<file path="src/hw/rtl/jslp_pkg.sv">
// Package for the jog soft limit predictor.
// Holds the word types, register indexes and status codes shared by all files.
// No dependencies.
package jslp_pkg;

  localparam int unsigned POSITION_BITS_DEF = 32;
  localparam int unsigned COUNT_BITS_DEF    = 16;

  localparam int unsigned CFG_INDEX_BITS = 3;
  localparam int unsigned CFG_DATA_BITS  = 32;

  // Configuration register indexes.
  localparam logic [CFG_INDEX_BITS-1:0] REG_LIMIT_EN = 3'd0;
  localparam logic [CFG_INDEX_BITS-1:0] REG_X_LOW    = 3'd1;
  localparam logic [CFG_INDEX_BITS-1:0] REG_X_HIGH   = 3'd2;
  localparam logic [CFG_INDEX_BITS-1:0] REG_Y_LOW    = 3'd3;
  localparam logic [CFG_INDEX_BITS-1:0] REG_Y_HIGH   = 3'd4;
  localparam logic [CFG_INDEX_BITS-1:0] REG_Z_LOW    = 3'd5;
  localparam logic [CFG_INDEX_BITS-1:0] REG_Z_HIGH   = 3'd6;

  // Item operation codes.
  localparam logic OP_STATUS = 1'b0;
  localparam logic OP_JOG    = 1'b1;

  // Reported machine states.
  localparam logic [1:0] MS_IDLE    = 2'd1;
  localparam logic [1:0] MS_JOGGING = 2'd2;

  typedef struct packed {
    logic               operation;
    logic               link_up;
    logic [1:0]         machine_state;
    logic signed [31:0] report_x;
    logic signed [31:0] report_y;
    logic signed [31:0] report_z;
    logic               jog_absolute;
    logic [2:0]         axis_mask;
    logic signed [31:0] jog_x;
    logic signed [31:0] jog_y;
    logic signed [31:0] jog_z;
    logic [19:0]        feed_rate;
  } jslp_in_t;

  typedef struct packed {
    logic               accepted;
    logic [2:0]         sent_mask;
    logic               sent_absolute;
    logic signed [31:0] move_x;
    logic signed [31:0] move_y;
    logic signed [31:0] move_z;
    logic [19:0]        feed_out;
    logic signed [31:0] pred_pos_x;
    logic signed [31:0] pred_pos_y;
    logic signed [31:0] pred_pos_z;
    logic [15:0]        pending_jobs;
    logic               prediction_valid;
  } jslp_out_t;

endpackage

</file>
<file path="src/hw/rtl/jslp_in_if.sv">
// Valid/ready channel that carries one input word of the jog predictor.
// Depends on jslp_pkg for the word type.
interface jslp_in_if import jslp_pkg::*; ();
  logic     valid;
  logic     ready;
  jslp_in_t data;

  modport source (output valid, output data, input ready);
  modport sink (input valid, input data, output ready);
endinterface

</file>
<file path="src/hw/rtl/jslp_out_if.sv">
// Valid/ready channel that carries one result word of the jog predictor.
// Depends on jslp_pkg for the word type.
interface jslp_out_if import jslp_pkg::*; ();
  logic      valid;
  logic      ready;
  jslp_out_t data;

  modport source (output valid, output data, input ready);
  modport sink (input valid, input data, output ready);
endinterface

</file>
<file path="src/hw/rtl/jslp_axis.sv">
// Per-axis arithmetic: predicted position, jog target with soft limit clamp,
// delta, and the pending offset candidates for status and jog updates.
// Depends on jslp_pkg.
module jslp_axis import jslp_pkg::*; #(
  parameter int unsigned POSITION_BITS = POSITION_BITS_DEF
) (
  input  logic signed [POSITION_BITS-1:0] anchor_i,
  input  logic signed [POSITION_BITS-1:0] pending_i,
  input  logic signed [31:0]              report_i,
  input  logic signed [31:0]              cmd_i,
  input  logic signed [31:0]              lim_a_i,
  input  logic signed [31:0]              lim_b_i,
  input  logic                            absolute_i,
  input  logic                            req_i,
  input  logic                            lim_en_i,
  output logic signed [POSITION_BITS-1:0] rep_o,
  output logic signed [POSITION_BITS-1:0] shift_o,
  output logic signed [POSITION_BITS-1:0] pend_jog_o,
  output logic                            sent_o,
  output logic signed [31:0]              move_o
);

  localparam int unsigned XW = (POSITION_BITS > 32) ? POSITION_BITS : 32;
  localparam int unsigned W  = XW + 2;
  localparam logic signed [W-1:0] PMAX =
    {{(W-POSITION_BITS+1){1'b0}}, {(POSITION_BITS-1){1'b1}}};
  localparam logic signed [W-1:0] PMIN =
    {{(W-POSITION_BITS+1){1'b1}}, {(POSITION_BITS-1){1'b0}}};

  function automatic logic signed [W-1:0] sat(input logic signed [W-1:0] v);
    logic signed [W-1:0] r;
    if (v > PMAX) begin
      r = PMAX;
    end else if (v < PMIN) begin
      r = PMIN;
    end else begin
      r = v;
    end
    return r;
  endfunction

  logic signed [W-1:0] sum_ap, pred, cmd_w, raw, tgt0, tgt;
  logic signed [W-1:0] lim_a, lim_b, lo, hi, delta, delta_sat;
  logic signed [W-1:0] rep_w, shift_w, pend_jog_w;

  assign sum_ap = W'(anchor_i) + W'(pending_i);
  assign pred   = sat(sum_ap);
  assign cmd_w  = W'(cmd_i);
  assign raw    = absolute_i ? cmd_w : pred + cmd_w;
  assign tgt0   = sat(raw);

  assign lim_a = W'(lim_a_i);
  assign lim_b = W'(lim_b_i);
  assign lo    = (lim_a > lim_b) ? lim_b : lim_a;
  assign hi    = (lim_a > lim_b) ? lim_a : lim_b;

  // From outside the range only moves that head back toward it are allowed.
  always_comb begin
    tgt = tgt0;
    if (lim_en_i) begin
      if (pred < lo) begin
        if (tgt0 <= pred) begin
          tgt = pred;
        end else if (tgt0 > hi) begin
          tgt = hi;
        end
      end else if (pred > hi) begin
        if (tgt0 >= pred) begin
          tgt = pred;
        end else if (tgt0 < lo) begin
          tgt = lo;
        end
      end else if (tgt0 < lo) begin
        tgt = lo;
      end else if (tgt0 > hi) begin
        tgt = hi;
      end
    end
  end

  assign delta     = tgt - pred;
  assign delta_sat = sat(delta);
  assign sent_o    = req_i && (delta != '0);
  assign move_o    = absolute_i ? tgt[31:0] : delta_sat[31:0];

  assign rep_w      = sat(W'(report_i));
  assign shift_w    = sat(sum_ap - rep_w);
  assign pend_jog_w = sat(W'(pending_i) + delta);

  assign rep_o      = rep_w[POSITION_BITS-1:0];
  assign shift_o    = shift_w[POSITION_BITS-1:0];
  assign pend_jog_o = pend_jog_w[POSITION_BITS-1:0];

endmodule

</file>
<file path="src/hw/rtl/jslp_track.sv">
// Tracking state and soft limit registers; applies one word per commit and
// forms its result word from the updated state.
// Depends on jslp_pkg and jslp_axis.
module jslp_track import jslp_pkg::*; #(
  parameter int unsigned POSITION_BITS = POSITION_BITS_DEF,
  parameter int unsigned COUNT_BITS    = COUNT_BITS_DEF
) (
  input  logic                      clk_i,
  input  logic                      rst_ni,
  input  logic                      cfg_we_i,
  input  logic [CFG_INDEX_BITS-1:0] cfg_index_i,
  input  logic [CFG_DATA_BITS-1:0]  cfg_data_i,
  input  logic                      commit_i,
  input  jslp_in_t                  item_i,
  output jslp_out_t                 result_o
);

  localparam int unsigned XW = (POSITION_BITS > 32) ? POSITION_BITS : 32;
  localparam int unsigned W  = XW + 2;
  localparam int unsigned CX = (COUNT_BITS > 16) ? COUNT_BITS : 16;
  localparam logic signed [W-1:0] PMAX =
    {{(W-POSITION_BITS+1){1'b0}}, {(POSITION_BITS-1){1'b1}}};
  localparam logic signed [W-1:0] PMIN =
    {{(W-POSITION_BITS+1){1'b1}}, {(POSITION_BITS-1){1'b0}}};
  localparam logic [COUNT_BITS-1:0] CNT_MAX = '1;

  function automatic logic signed [W-1:0] sat(input logic signed [W-1:0] v);
    logic signed [W-1:0] r;
    if (v > PMAX) begin
      r = PMAX;
    end else if (v < PMIN) begin
      r = PMIN;
    end else begin
      r = v;
    end
    return r;
  endfunction

  logic [2:0]               lim_en_q, lim_en_d;
  logic signed [31:0]       limit_q [6];
  logic signed [31:0]       limit_d [6];
  logic                     track_q, track_d;
  logic                     conn_q, conn_d;
  logic                     jogging_q, jogging_d;
  logic signed [POSITION_BITS-1:0] anchor_q [3];
  logic signed [POSITION_BITS-1:0] anchor_d [3];
  logic signed [POSITION_BITS-1:0] pend_q [3];
  logic signed [POSITION_BITS-1:0] pend_d [3];
  logic [COUNT_BITS-1:0]    count_q, count_d;

  logic signed [31:0]              report [3];
  logic signed [31:0]              cmd [3];
  logic signed [POSITION_BITS-1:0] rep [3];
  logic signed [POSITION_BITS-1:0] shift [3];
  logic signed [POSITION_BITS-1:0] pend_jog [3];
  logic signed [31:0]              move [3];
  logic signed [W-1:0]             pred_w [3];
  logic [2:0]                      sent;
  logic [2:0]                      sent_mask;
  logic                            jog_ok, any_sent, moved, to_idle;
  logic [CX-1:0]                   count_ext;

  assign report[0] = item_i.report_x;
  assign report[1] = item_i.report_y;
  assign report[2] = item_i.report_z;
  assign cmd[0]    = item_i.jog_x;
  assign cmd[1]    = item_i.jog_y;
  assign cmd[2]    = item_i.jog_z;

  for (genvar a = 0; a < 3; a++) begin : g_axis
    jslp_axis #(
      .POSITION_BITS(POSITION_BITS)
    ) u_axis (
      .anchor_i  (anchor_q[a]),
      .pending_i (pend_q[a]),
      .report_i  (report[a]),
      .cmd_i     (cmd[a]),
      .lim_a_i   (limit_q[2*a]),
      .lim_b_i   (limit_q[2*a+1]),
      .absolute_i(item_i.jog_absolute),
      .req_i     (item_i.axis_mask[a]),
      .lim_en_i  (lim_en_q[a]),
      .rep_o     (rep[a]),
      .shift_o   (shift[a]),
      .pend_jog_o(pend_jog[a]),
      .sent_o    (sent[a]),
      .move_o    (move[a])
    );
  end

  assign jog_ok    = (item_i.operation == OP_JOG) && conn_q;
  assign sent_mask = jog_ok ? sent : 3'b000;
  assign any_sent  = sent_mask != 3'b000;
  assign moved     = (rep[0] != anchor_q[0]) || (rep[1] != anchor_q[1]) ||
                     (rep[2] != anchor_q[2]);
  assign to_idle   = jogging_q && (item_i.machine_state == MS_IDLE);

  always_comb begin
    lim_en_d  = lim_en_q;
    limit_d   = limit_q;
    track_d   = track_q;
    conn_d    = conn_q;
    jogging_d = jogging_q;
    anchor_d  = anchor_q;
    pend_d    = pend_q;
    count_d   = count_q;
    if (cfg_we_i && (cfg_index_i <= REG_Z_HIGH)) begin
      case (cfg_index_i)
        REG_LIMIT_EN: lim_en_d   = cfg_data_i[2:0];
        REG_X_LOW:    limit_d[0] = cfg_data_i;
        REG_X_HIGH:   limit_d[1] = cfg_data_i;
        REG_Y_LOW:    limit_d[2] = cfg_data_i;
        REG_Y_HIGH:   limit_d[3] = cfg_data_i;
        REG_Z_LOW:    limit_d[4] = cfg_data_i;
        REG_Z_HIGH:   limit_d[5] = cfg_data_i;
        default:      lim_en_d   = lim_en_q;
      endcase
      for (int i = 0; i < 3; i++) begin
        pend_d[i] = '0;
      end
      count_d = '0;
      track_d = conn_q;
    end else if (commit_i) begin
      if (item_i.operation == OP_STATUS) begin
        if (!item_i.link_up) begin
          conn_d    = 1'b0;
          track_d   = 1'b0;
          jogging_d = 1'b0;
          for (int i = 0; i < 3; i++) begin
            anchor_d[i] = rep[i];
            pend_d[i]   = '0;
          end
        end else begin
          conn_d    = 1'b1;
          jogging_d = (item_i.machine_state == MS_JOGGING);
          if (!track_q || to_idle) begin
            for (int i = 0; i < 3; i++) begin
              anchor_d[i] = rep[i];
              pend_d[i]   = '0;
            end
            track_d = 1'b1;
            if (track_q) begin
              count_d = '0;
            end
          end else if (moved) begin
            // The machine has moved: keep the predicted end point and
            // retire one outstanding jog.
            for (int i = 0; i < 3; i++) begin
              anchor_d[i] = rep[i];
              pend_d[i]   = shift[i];
            end
            if (count_q != '0) begin
              count_d = count_q - 1'b1;
            end
          end
        end
      end else if (any_sent && track_q) begin
        for (int i = 0; i < 3; i++) begin
          if (sent_mask[i]) begin
            pend_d[i] = pend_jog[i];
          end
        end
        if (count_q != CNT_MAX) begin
          count_d = count_q + 1'b1;
        end
      end
    end
  end

  always_ff @(posedge clk_i or negedge rst_ni) begin
    if (!rst_ni) begin
      lim_en_q  <= '0;
      track_q   <= 1'b0;
      conn_q    <= 1'b0;
      jogging_q <= 1'b0;
      count_q   <= '0;
      for (int i = 0; i < 6; i++) begin
        limit_q[i] <= '0;
      end
      for (int i = 0; i < 3; i++) begin
        anchor_q[i] <= '0;
        pend_q[i]   <= '0;
      end
    end else begin
      lim_en_q  <= lim_en_d;
      limit_q   <= limit_d;
      track_q   <= track_d;
      conn_q    <= conn_d;
      jogging_q <= jogging_d;
      anchor_q  <= anchor_d;
      pend_q    <= pend_d;
      count_q   <= count_d;
    end
  end

  always_comb begin
    for (int i = 0; i < 3; i++) begin
      pred_w[i] = sat(W'(anchor_d[i]) + W'(pend_d[i]));
    end
  end

  assign count_ext = CX'(count_d);

  always_comb begin
    result_o                  = '0;
    result_o.accepted         = any_sent;
    result_o.sent_mask        = sent_mask;
    result_o.sent_absolute    = any_sent && item_i.jog_absolute;
    result_o.move_x           = sent_mask[0] ? move[0] : 32'sd0;
    result_o.move_y           = sent_mask[1] ? move[1] : 32'sd0;
    result_o.move_z           = sent_mask[2] ? move[2] : 32'sd0;
    result_o.feed_out         = any_sent ? item_i.feed_rate : 20'd0;
    result_o.pred_pos_x       = pred_w[0][31:0];
    result_o.pred_pos_y       = pred_w[1][31:0];
    result_o.pred_pos_z       = pred_w[2][31:0];
    result_o.pending_jobs     = count_ext[15:0];
    result_o.prediction_valid = track_d && conn_d;
  end

endmodule

</file>
<file path="src/hw/rtl/jog_soft_limit_predictor.sv">
// Channel   Dir  Handshake      Word
// in_i      in   valid/ready    jslp_in_t  (status report or jog command)
// out_o     out  valid/ready    jslp_out_t (one result per input word)
// cfg       in   cfg_we_i       cfg_index_i selects the register, cfg_data_i
//
// A word is held in the input register; its state update and result are
// committed together into the output register when it moves on.
// One word per cycle is sustained while out_o is ready; the throughput limit
// is the single tracking update per cycle. A stalled result holds the output
// register and backs up the input register only when both are full.
// Reset clears the tracking state, the limits and both pipeline valids.
// Top level of the jog soft limit predictor. Depends on jslp_pkg, the channel
// interfaces and jslp_track.
module jog_soft_limit_predictor import jslp_pkg::*; #(
  parameter int unsigned POSITION_BITS = POSITION_BITS_DEF,
  parameter int unsigned COUNT_BITS    = COUNT_BITS_DEF
) (
  input  logic                      clk_i,
  input  logic                      rst_ni,
  jslp_in_if.sink                   in_i,
  jslp_out_if.source                out_o,
  input  logic                      cfg_we_i,
  input  logic [CFG_INDEX_BITS-1:0] cfg_index_i,
  input  logic [CFG_DATA_BITS-1:0]  cfg_data_i
);

  logic      in_valid_q;
  jslp_in_t  in_data_q;
  logic      out_valid_q;
  jslp_out_t out_data_q;
  jslp_out_t result;
  logic      advance;

  // The input word moves on whenever the output register is free or drains.
  assign advance     = in_valid_q && (!out_valid_q || out_o.ready);
  assign in_i.ready  = !in_valid_q || advance;
  assign out_o.valid = out_valid_q;
  assign out_o.data  = out_data_q;

  jslp_track #(
    .POSITION_BITS(POSITION_BITS),
    .COUNT_BITS   (COUNT_BITS)
  ) u_track (
    .clk_i      (clk_i),
    .rst_ni     (rst_ni),
    .cfg_we_i   (cfg_we_i),
    .cfg_index_i(cfg_index_i),
    .cfg_data_i (cfg_data_i),
    .commit_i   (advance),
    .item_i     (in_data_q),
    .result_o   (result)
  );

  always_ff @(posedge clk_i or negedge rst_ni) begin
    if (!rst_ni) begin
      in_valid_q  <= 1'b0;
      out_valid_q <= 1'b0;
    end else begin
      if (in_i.ready) begin
        in_valid_q <= in_i.valid;
      end
      if (advance) begin
        out_valid_q <= 1'b1;
      end else if (out_o.ready) begin
        out_valid_q <= 1'b0;
      end
    end
  end

  always_ff @(posedge clk_i) begin
    if (in_i.valid && in_i.ready) begin
      in_data_q <= in_i.data;
    end
    if (advance) begin
      out_data_q <= result;
    end
  end

endmodule

</file>
<file path="src/flat_wrapper.sv">
// flat-port wrapper written by rule: the top's interface ports become plain ports
module jog_soft_limit_predictor_flat import jslp_pkg::*;
#(
  parameter int unsigned POSITION_BITS = POSITION_BITS_DEF,
  parameter int unsigned COUNT_BITS    = COUNT_BITS_DEF
)
  (clk_i, rst_ni, cfg_we_i, cfg_index_i, cfg_data_i, in_i_valid, in_i_data, in_i_ready, out_o_valid, out_o_data, out_o_ready);
  jslp_in_if in_i_i ();
  jslp_out_if out_o_i ();
  input  logic clk_i;
  input  logic rst_ni;
  input  logic cfg_we_i;
  input  logic [CFG_INDEX_BITS-1:0] cfg_index_i;
  input  logic [CFG_DATA_BITS-1:0] cfg_data_i;
  input wire logic [$bits(in_i_i.valid)-1:0] in_i_valid;
  input wire logic [$bits(in_i_i.data)-1:0] in_i_data;
  output wire logic [$bits(in_i_i.ready)-1:0] in_i_ready;
  output wire logic [$bits(out_o_i.valid)-1:0] out_o_valid;
  output wire logic [$bits(out_o_i.data)-1:0] out_o_data;
  input wire logic [$bits(out_o_i.ready)-1:0] out_o_ready;
  assign in_i_i.valid = in_i_valid;
  assign in_i_i.data = in_i_data;
  assign in_i_ready = in_i_i.ready;
  assign out_o_valid = out_o_i.valid;
  assign out_o_data = out_o_i.data;
  assign out_o_i.ready = out_o_ready;
  jog_soft_limit_predictor #(.POSITION_BITS(POSITION_BITS), .COUNT_BITS(COUNT_BITS)) u_core (.clk_i(clk_i), .rst_ni(rst_ni), .in_i(in_i_i), .out_o(out_o_i), .cfg_we_i(cfg_we_i), .cfg_index_i(cfg_index_i), .cfg_data_i(cfg_data_i));
endmodule
</file>
<file path="config.mk">
export PLATFORM = sky130hd
export DESIGN_NAME = jog_soft_limit_predictor_flat
export DESIGN_NICKNAME = d
export VERILOG_FILES = /design/src/hw/rtl/jslp_pkg.sv /design/src/hw/rtl/jslp_in_if.sv /design/src/hw/rtl/jslp_out_if.sv /design/src/hw/rtl/jslp_axis.sv /design/src/hw/rtl/jslp_track.sv /design/src/hw/rtl/jog_soft_limit_predictor.sv /design/src/flat_wrapper.sv
export SDC_FILE = /design/constraint.sdc
export NUM_CORES = 2
export LEC_CHECK = 0
export BUFFER_PORTS_ARGS = -buffer_cell sky130_fd_sc_hd__buf_2
export CAP_MARGIN = 0
export CORE_AREA = 5 5 403 405
export DETAILED_ROUTE_END_ITERATION = 10
export DIE_AREA = 0 0 408 410
export GPL_ROUTABILITY_DRIVEN = 1
export PLACE_DENSITY = 0.78
export RECOVER_POWER = 25
export SLEW_MARGIN = 0
export SYNTH_ARGS = -nofsm -noshare
export SYNTH_HDL_FRONTEND = slang
export SYNTH_HIERARCHICAL = 1
export SYNTH_SLANG_ARGS = --single-unit
export TNS_END_PERCENT = 5
</file>
<file path="constraint.sdc">
create_clock -name clk_i -period 28.3 [get_ports clk_i]
set_input_delay 1.415 -clock clk_i [delete_from_list [all_inputs] [get_ports clk_i]]
set_output_delay 1.415 -clock clk_i [all_outputs]
set_load 0.01 [all_outputs]
</file>
==> report_table.html <==
<table>
<tr><th>Metric</th><th>Value</th></tr>
<tr><th colspan="2">Placed design</th></tr>
<tr><td>Detailed placement HPWL</td><td>310000 um</td></tr>
<tr><td>Routability cong.</td><td>1.09</td></tr>
<tr><td>Port Buf Inserts</td><td>495</td></tr>
<tr><th colspan="2">Route</th></tr>
<tr><td>Count of TritonRoute iterations in the first routing pass</td><td>9</td></tr>
<tr><td>Detailed router's first-iteration violation count</td><td>14700</td></tr>
<tr><td>DRC</td><td>0</td></tr>
<tr><td>Routed length per placed instance</td><td>29.5 um</td></tr>
<tr><td>Post-route antenna net violation count</td><td>0</td></tr>
<tr><td>Detailed-route wire length</td><td>394000 um</td></tr>
<tr><td>Detailed-route vias per instance</td><td>7.11</td></tr>
<tr><td>Vias after detailed routing</td><td>94700</td></tr>
<tr><th colspan="2">Clocking</th></tr>
<tr><td>Root buf cell</td><td>sky130_fd_sc_hd__clkbuf_16</td></tr>
<tr><td>Sinks on the clock net</td><td>862</td></tr>
<tr><td>Depth of the CTS H-tree</td><td>3</td></tr>
<tr><td>Clock tree from TritonCTS</td><td>done</td></tr>
<tr><td>Cts hold-fix bufs</td><td>0</td></tr>
<tr><td>Clock transition at the registers of the reported paths</td><td>0.06 ns</td></tr>
<tr><td>Number of buffers created by CTS</td><td>97</td></tr>
<tr><td>PostCTS Resize Cnt</td><td>0</td></tr>
<tr><td>Clock latency on the worst-skew pair</td><td>0.82 ns</td></tr>
<tr><td>Clock Tree Buf Depth</td><td>3</td></tr>
<tr><td>Post-CTS setup repair buffer count</td><td>0</td></tr>
<tr><th colspan="2">Critical path</th></tr>
<tr><td>Capturing element type of the critical path</td><td>flip-flop</td></tr>
<tr><td>Register-to-register path setup slack</td><td>3.34 ns</td></tr>
<tr><td>Cell type of the slowest stage on the worst timing path</td><td>sky130_fd_sc_hd__o21ai_0</td></tr>
<tr><td>Startpoint-to-endpoint class of the critical path</td><td>reg2reg</td></tr>
<tr><td>Worst endpoint required time</td><td>28.82 ns</td></tr>
<tr><td>Reg-to-reg startpoint</td><td>u_core/u_track/pend_q[32]</td></tr>
<tr><td>Most numerous cell on the critical path</td><td>sky130_fd_sc_hd__ha_1</td></tr>
<tr><td>Capturing point of the worst reg2reg path</td><td>u_core/out_o.data[74]</td></tr>
<tr><td>Highest net fanout along the worst path</td><td>45</td></tr>
<tr><td>Startpoint kind of the worst setup timing path</td><td>flip-flop</td></tr>
<tr><td>Worst r2r path cells</td><td>83</td></tr>
<tr><td>Critical Path Max Stage Delay</td><td>1.01 ns</td></tr>
<tr><td>Worst path arrival time</td><td>25.48 ns</td></tr>
<tr><th colspan="2">Timing</th></tr>
<tr><td>Share of the clock period used by the worst path</td><td>0.882</td></tr>
<tr><td>Max Clock Skew</td><td>0.0920 ns</td></tr>
<tr><td>Max-slew headroom</td><td>-3.30</td></tr>
<tr><td>Setup repair after global routing missed its margin</td><td>no</td></tr>
<tr><td>Final count of negative-setup-slack endpoints</td><td>0</td></tr>
<tr><td>Maximum achievable frequency</td><td>0.0401 GHz</td></tr>
<tr><td>Number of hold violations in the final report</td><td>0</td></tr>
<tr><td>Post-route setup TNS</td><td>0 ns</td></tr>
<tr><td>Final max-slew violation count</td><td>295</td></tr>
<tr><td>Period minus WS final</td><td>24.96 ns</td></tr>
<tr><td>Worst-margin pin slew</td><td>6.45 ns</td></tr>
<tr><th colspan="2">Synth</th></tr>
<tr><td>Synth warn</td><td>6</td></tr>
<tr><td>Most instantiated cells after synthesis</td><td>1188 x sky130_fd_sc_hd__ha_1, 1024 x sky130_fd_sc_hd__a21oi_1, 747 x sky130_fd_sc_hd__nor2_1, 676 x sky130_fd_sc_hd__nand2_1, 637 x sky130_fd_sc_hd__o21ai_0</td></tr>
<tr><td>Yosys top cell area share</td><td>0.157</td></tr>
<tr><td>Gate count after technology mapping</td><td>11000</td></tr>
<tr><td>Async S/R FF share, synth</td><td>0.473</td></tr>
<tr><td>Post-synth EDFFs</td><td>454</td></tr>
<tr><td>Most instantiated library cell after synthesis</td><td>sky130_fd_sc_hd__ha_1</td></tr>
<tr><td>Simple-gate share of the synthesized area</td><td>0.140</td></tr>
<tr><td>Synth area leaders</td><td>sky130_fd_sc_hd__ha_1 16%, sky130_fd_sc_hd__edfxtp_1 14%, sky130_fd_sc_hd__dfrtp_1 11%</td></tr>
<tr><td>Mapped cell area</td><td>94500 um^2</td></tr>
<tr><td>Count of cell types in the netlist</td><td>127</td></tr>
<tr><td>Xor/xnor cell area share of the yosys netlist</td><td>0.0539</td></tr>
<tr><td>Area share of fa/ha/maj cells after synthesis</td><td>0.164</td></tr>
<tr><td>Mean instance size in the synthesized netlist</td><td>8.61 um^2</td></tr>
<tr><td>Complex-gate fraction of the synthesized area</td><td>0.262</td></tr>
<tr><td>Share of synthesized area occupied by flip-flops and latches</td><td>0.252</td></tr>
<tr><td>Dominant combinational cell family by area after synthesis</td><td>compound AO/OA/AOI/OAI gates</td></tr>
<tr><td>#FFs+latches synth</td><td>862</td></tr>
<tr><td>Number of nets produced by synthesis</td><td>12400</td></tr>
<tr><td>Ys flop type</td><td>sky130_fd_sc_hd__edfxtp_1</td></tr>
<tr><td>Fraction of synthesized area in multiplexers</td><td>0.0786</td></tr>
<tr><td>Cell type with the highest aggregate area in the netlist</td><td>sky130_fd_sc_hd__ha_1</td></tr>
<tr><th colspan="2">Die</th></tr>
<tr><td>Core box area</td><td>158000 um^2</td></tr>
<tr><td>Die width</td><td>408 um</td></tr>
<tr><td>Core Rows</td><td>146</td></tr>
<tr><td>Die footprint</td><td>167000 um^2</td></tr>
<tr><td>Initial standard-cell utilization of the core</td><td>0.598</td></tr>
<tr><td>I/O pin count</td><td>496</td></tr>
<tr><td>Vert. Die Dim</td><td>410 um</td></tr>
<tr><th colspan="2">Worst hold path</th></tr>
<tr><td>Beginning of the worst hold path</td><td>u_core/in_data_q[216]</td></tr>
<tr><td>Depth of the worst hold-timing path</td><td>1</td></tr>
<tr><td>Type of the worst min-delay path</td><td>reg2reg</td></tr>
<tr><td>Destination of the worst hold path</td><td>u_core/u_track/jogging_q</td></tr>
<tr><th colspan="2">GRT</th></tr>
<tr><td>Grt met1 use</td><td>0.632</td></tr>
<tr><td>First-pass GRT wire length</td><td>570000 um</td></tr>
<tr><td>Initial antenna violation count</td><td>14</td></tr>
<tr><td>Largest net degree at the start of global routing</td><td>145</td></tr>
<tr><td>Combined global-route utilization of all metal layers</td><td>0.445</td></tr>
<tr><td>Remaining global-route overflow</td><td>0</td></tr>
<tr><td>Global routing met3 resource utilization</td><td>0.155</td></tr>
<tr><td>Met2 track demand over resource</td><td>0.604</td></tr>
<tr><td>Via count of the first global-routing pass</td><td>87200</td></tr>
<tr><td>Grt peak-use layer</td><td>met1</td></tr>
<tr><th colspan="2">Layout</th></tr>
<tr><td>Area Overhead vs Synth</td><td>7.98%</td></tr>
<tr><td>Share of cells above drive strength 1</td><td>0.123</td></tr>
<tr><td>Fin nets</td><td>12600</td></tr>
<tr><td>Fill cell total of the finished layout</td><td>13000</td></tr>
<tr><th colspan="2">Outcome</th></tr>
<tr><td>Violated checks</td><td>max-capacitance violations, max-slew violations</td></tr>
<tr><td>Run status</td><td>finished, violations left</td></tr>
<tr><th colspan="2">Run</th></tr>
<tr><td>Count of maximum capacitance violations</td><td>7</td></tr>
</table>
layout make-up:
cell class | instances | area, um^2 | share of cell area
sequential | 862 | 23800 | 0.234
tap | 2072 | 2590 | 0.0254
multi-input combinational | 8913 | 66100 | 0.648
clock buffer | 125 | 2640 | 0.0259
clock inverter | 57 | 684 | 0.00671
inverter | 621 | 2330 | 0.0229
timing repair buffer | 678 | 3810 | 0.0373
antenna | 3 | 7.51 | 0.0000736
state kept, by name, indices dropped and copies added, names as in the netlist:
register	cells
u_core/in_data_q	220
u_core/in_valid_q	1
u_core/out_o.data	234
u_core/out_o.valid	1
u_core/u_track/anchor_q	96
u_core/u_track/conn_q	1
u_core/u_track/count_q	16
u_core/u_track/jogging_q	1
u_core/u_track/lim_en_q	3
u_core/u_track/limit_q	192
u_core/u_track/pend_q	96
u_core/u_track/track_q	1
logic make-up (layout without fill, tap and decap cells):
| family | Yosys count | count (layout) |
|---|---|---|
| buffers and inverters | 1194 | 1481 |
| adder cells (fa/ha/maj) | 1236 | 1236 |
| flip-flops | 862 | 862 |
| multiplexers | 689 | 689 |
| other | 0 | 3 |
| AND/OR/NAND/NOR | 2689 | 2689 |
| XOR/XNOR | 581 | 581 |
| AO/OA/AOI/OAI | 3718 | 3718 |
cell usage in the layout, fill, tap and decap left out, types with 50 or more instances in the layout:
cell type	count
sky130_fd_sc_hd__xnor2_1	371
sky130_fd_sc_hd__a21o_1	452
sky130_fd_sc_hd__nand3_1	164
sky130_fd_sc_hd__nor2_1	744
sky130_fd_sc_hd__o22ai_1	50
sky130_fd_sc_hd__inv_1	613
sky130_fd_sc_hd__xor2_1	209
sky130_fd_sc_hd__and3_1	71
sky130_fd_sc_hd__dfrtp_1	408
sky130_fd_sc_hd__a22o_1	106
sky130_fd_sc_hd__nand4_1	202
sky130_fd_sc_hd__a22oi_1	109
sky130_fd_sc_hd__nor2b_1	97
sky130_fd_sc_hd__nor3_1	145
sky130_fd_sc_hd__o211ai_1	130
sky130_fd_sc_hd__a21oi_1	1019
sky130_fd_sc_hd__clkbuf_16	97
sky130_fd_sc_hd__a211oi_1	145
sky130_fd_sc_hd__buf_4	177
sky130_fd_sc_hd__clkbuf_1	63
sky130_fd_sc_hd__mux2_2	424
sky130_fd_sc_hd__a31oi_1	89
sky130_fd_sc_hd__o21ai_0	629
sky130_fd_sc_hd__ha_1	1188
sky130_fd_sc_hd__nand2_1	675
sky130_fd_sc_hd__nor4_1	72
sky130_fd_sc_hd__o21ai_1	75
sky130_fd_sc_hd__mux2i_1	263
sky130_fd_sc_hd__o21bai_1	91
sky130_fd_sc_hd__edfxtp_1	454
sky130_fd_sc_hd__and2_1	174
sky130_fd_sc_hd__o21a_1	172
sky130_fd_sc_hd__o31ai_1	63
sky130_fd_sc_hd__buf_2	453
sky130_fd_sc_hd__nand2b_1	120
worst max-delay path by stage:
stage                                start               endpoint  cells past startpoint
2_1_floorplan  u_core/u_track/anchor_q[32]  u_core/out_o.data[79]                     86
3_3_place_gp   u_core/u_track/anchor_q[32]  u_core/out_o.data[74]                     81
3_5_place_dp   u_core/u_track/anchor_q[32]  u_core/out_o.data[74]                     83
4_1_cts          u_core/u_track/pend_q[32]  u_core/out_o.data[74]                     83
5_1_grt          u_core/u_track/pend_q[32]  u_core/out_o.data[74]                     83
6_report         u_core/u_track/pend_q[32]  u_core/out_o.data[74]                     83
critical path: cells and delay by family, from the launching register on:
family / cells / cell delay, ns
adder cells (fa/ha/maj): 10 / 3.37
buffers and inverters: 6 / 1.32
XOR/XNOR: 2 / 0.36
AND/OR/NAND/NOR: 21 / 4.68
AO/OA/AOI/OAI: 42 / 13.62
flip-flops: 1 / 0.43
multiplexers: 2 / 0.80
metrics by stage:
stage	utilization	setup slack (ns)	area (um^2)	instances	hold WS (ns)
finish	0.646	3.34	102000	13300	0.460
global route	0.645	2.65	102000	13300	0.483
detailed placement	0.625	4.65	98800	13100	0.463
global placement	0.625	5.05	98800	13100	0.440
floorplan	-	10.24	94500	11000	0.425
CTS	0.646	4.49	102000	13300	0.466
layer usage:
metal / wire, um / vias to the layer above / part of all wire
met5: 55 / - / 0.00014
met4: 22000 / 8 / 0.056
met3: 60600 / 966 / 0.15
met2: 151000 / 6935 / 0.38
met1: 160000 / 45300 / 0.41
li1: - / 41500 / -
Power is not shown: default switching activity piles up to over one toggle a cycle in this logic, so the estimate is an artifact.
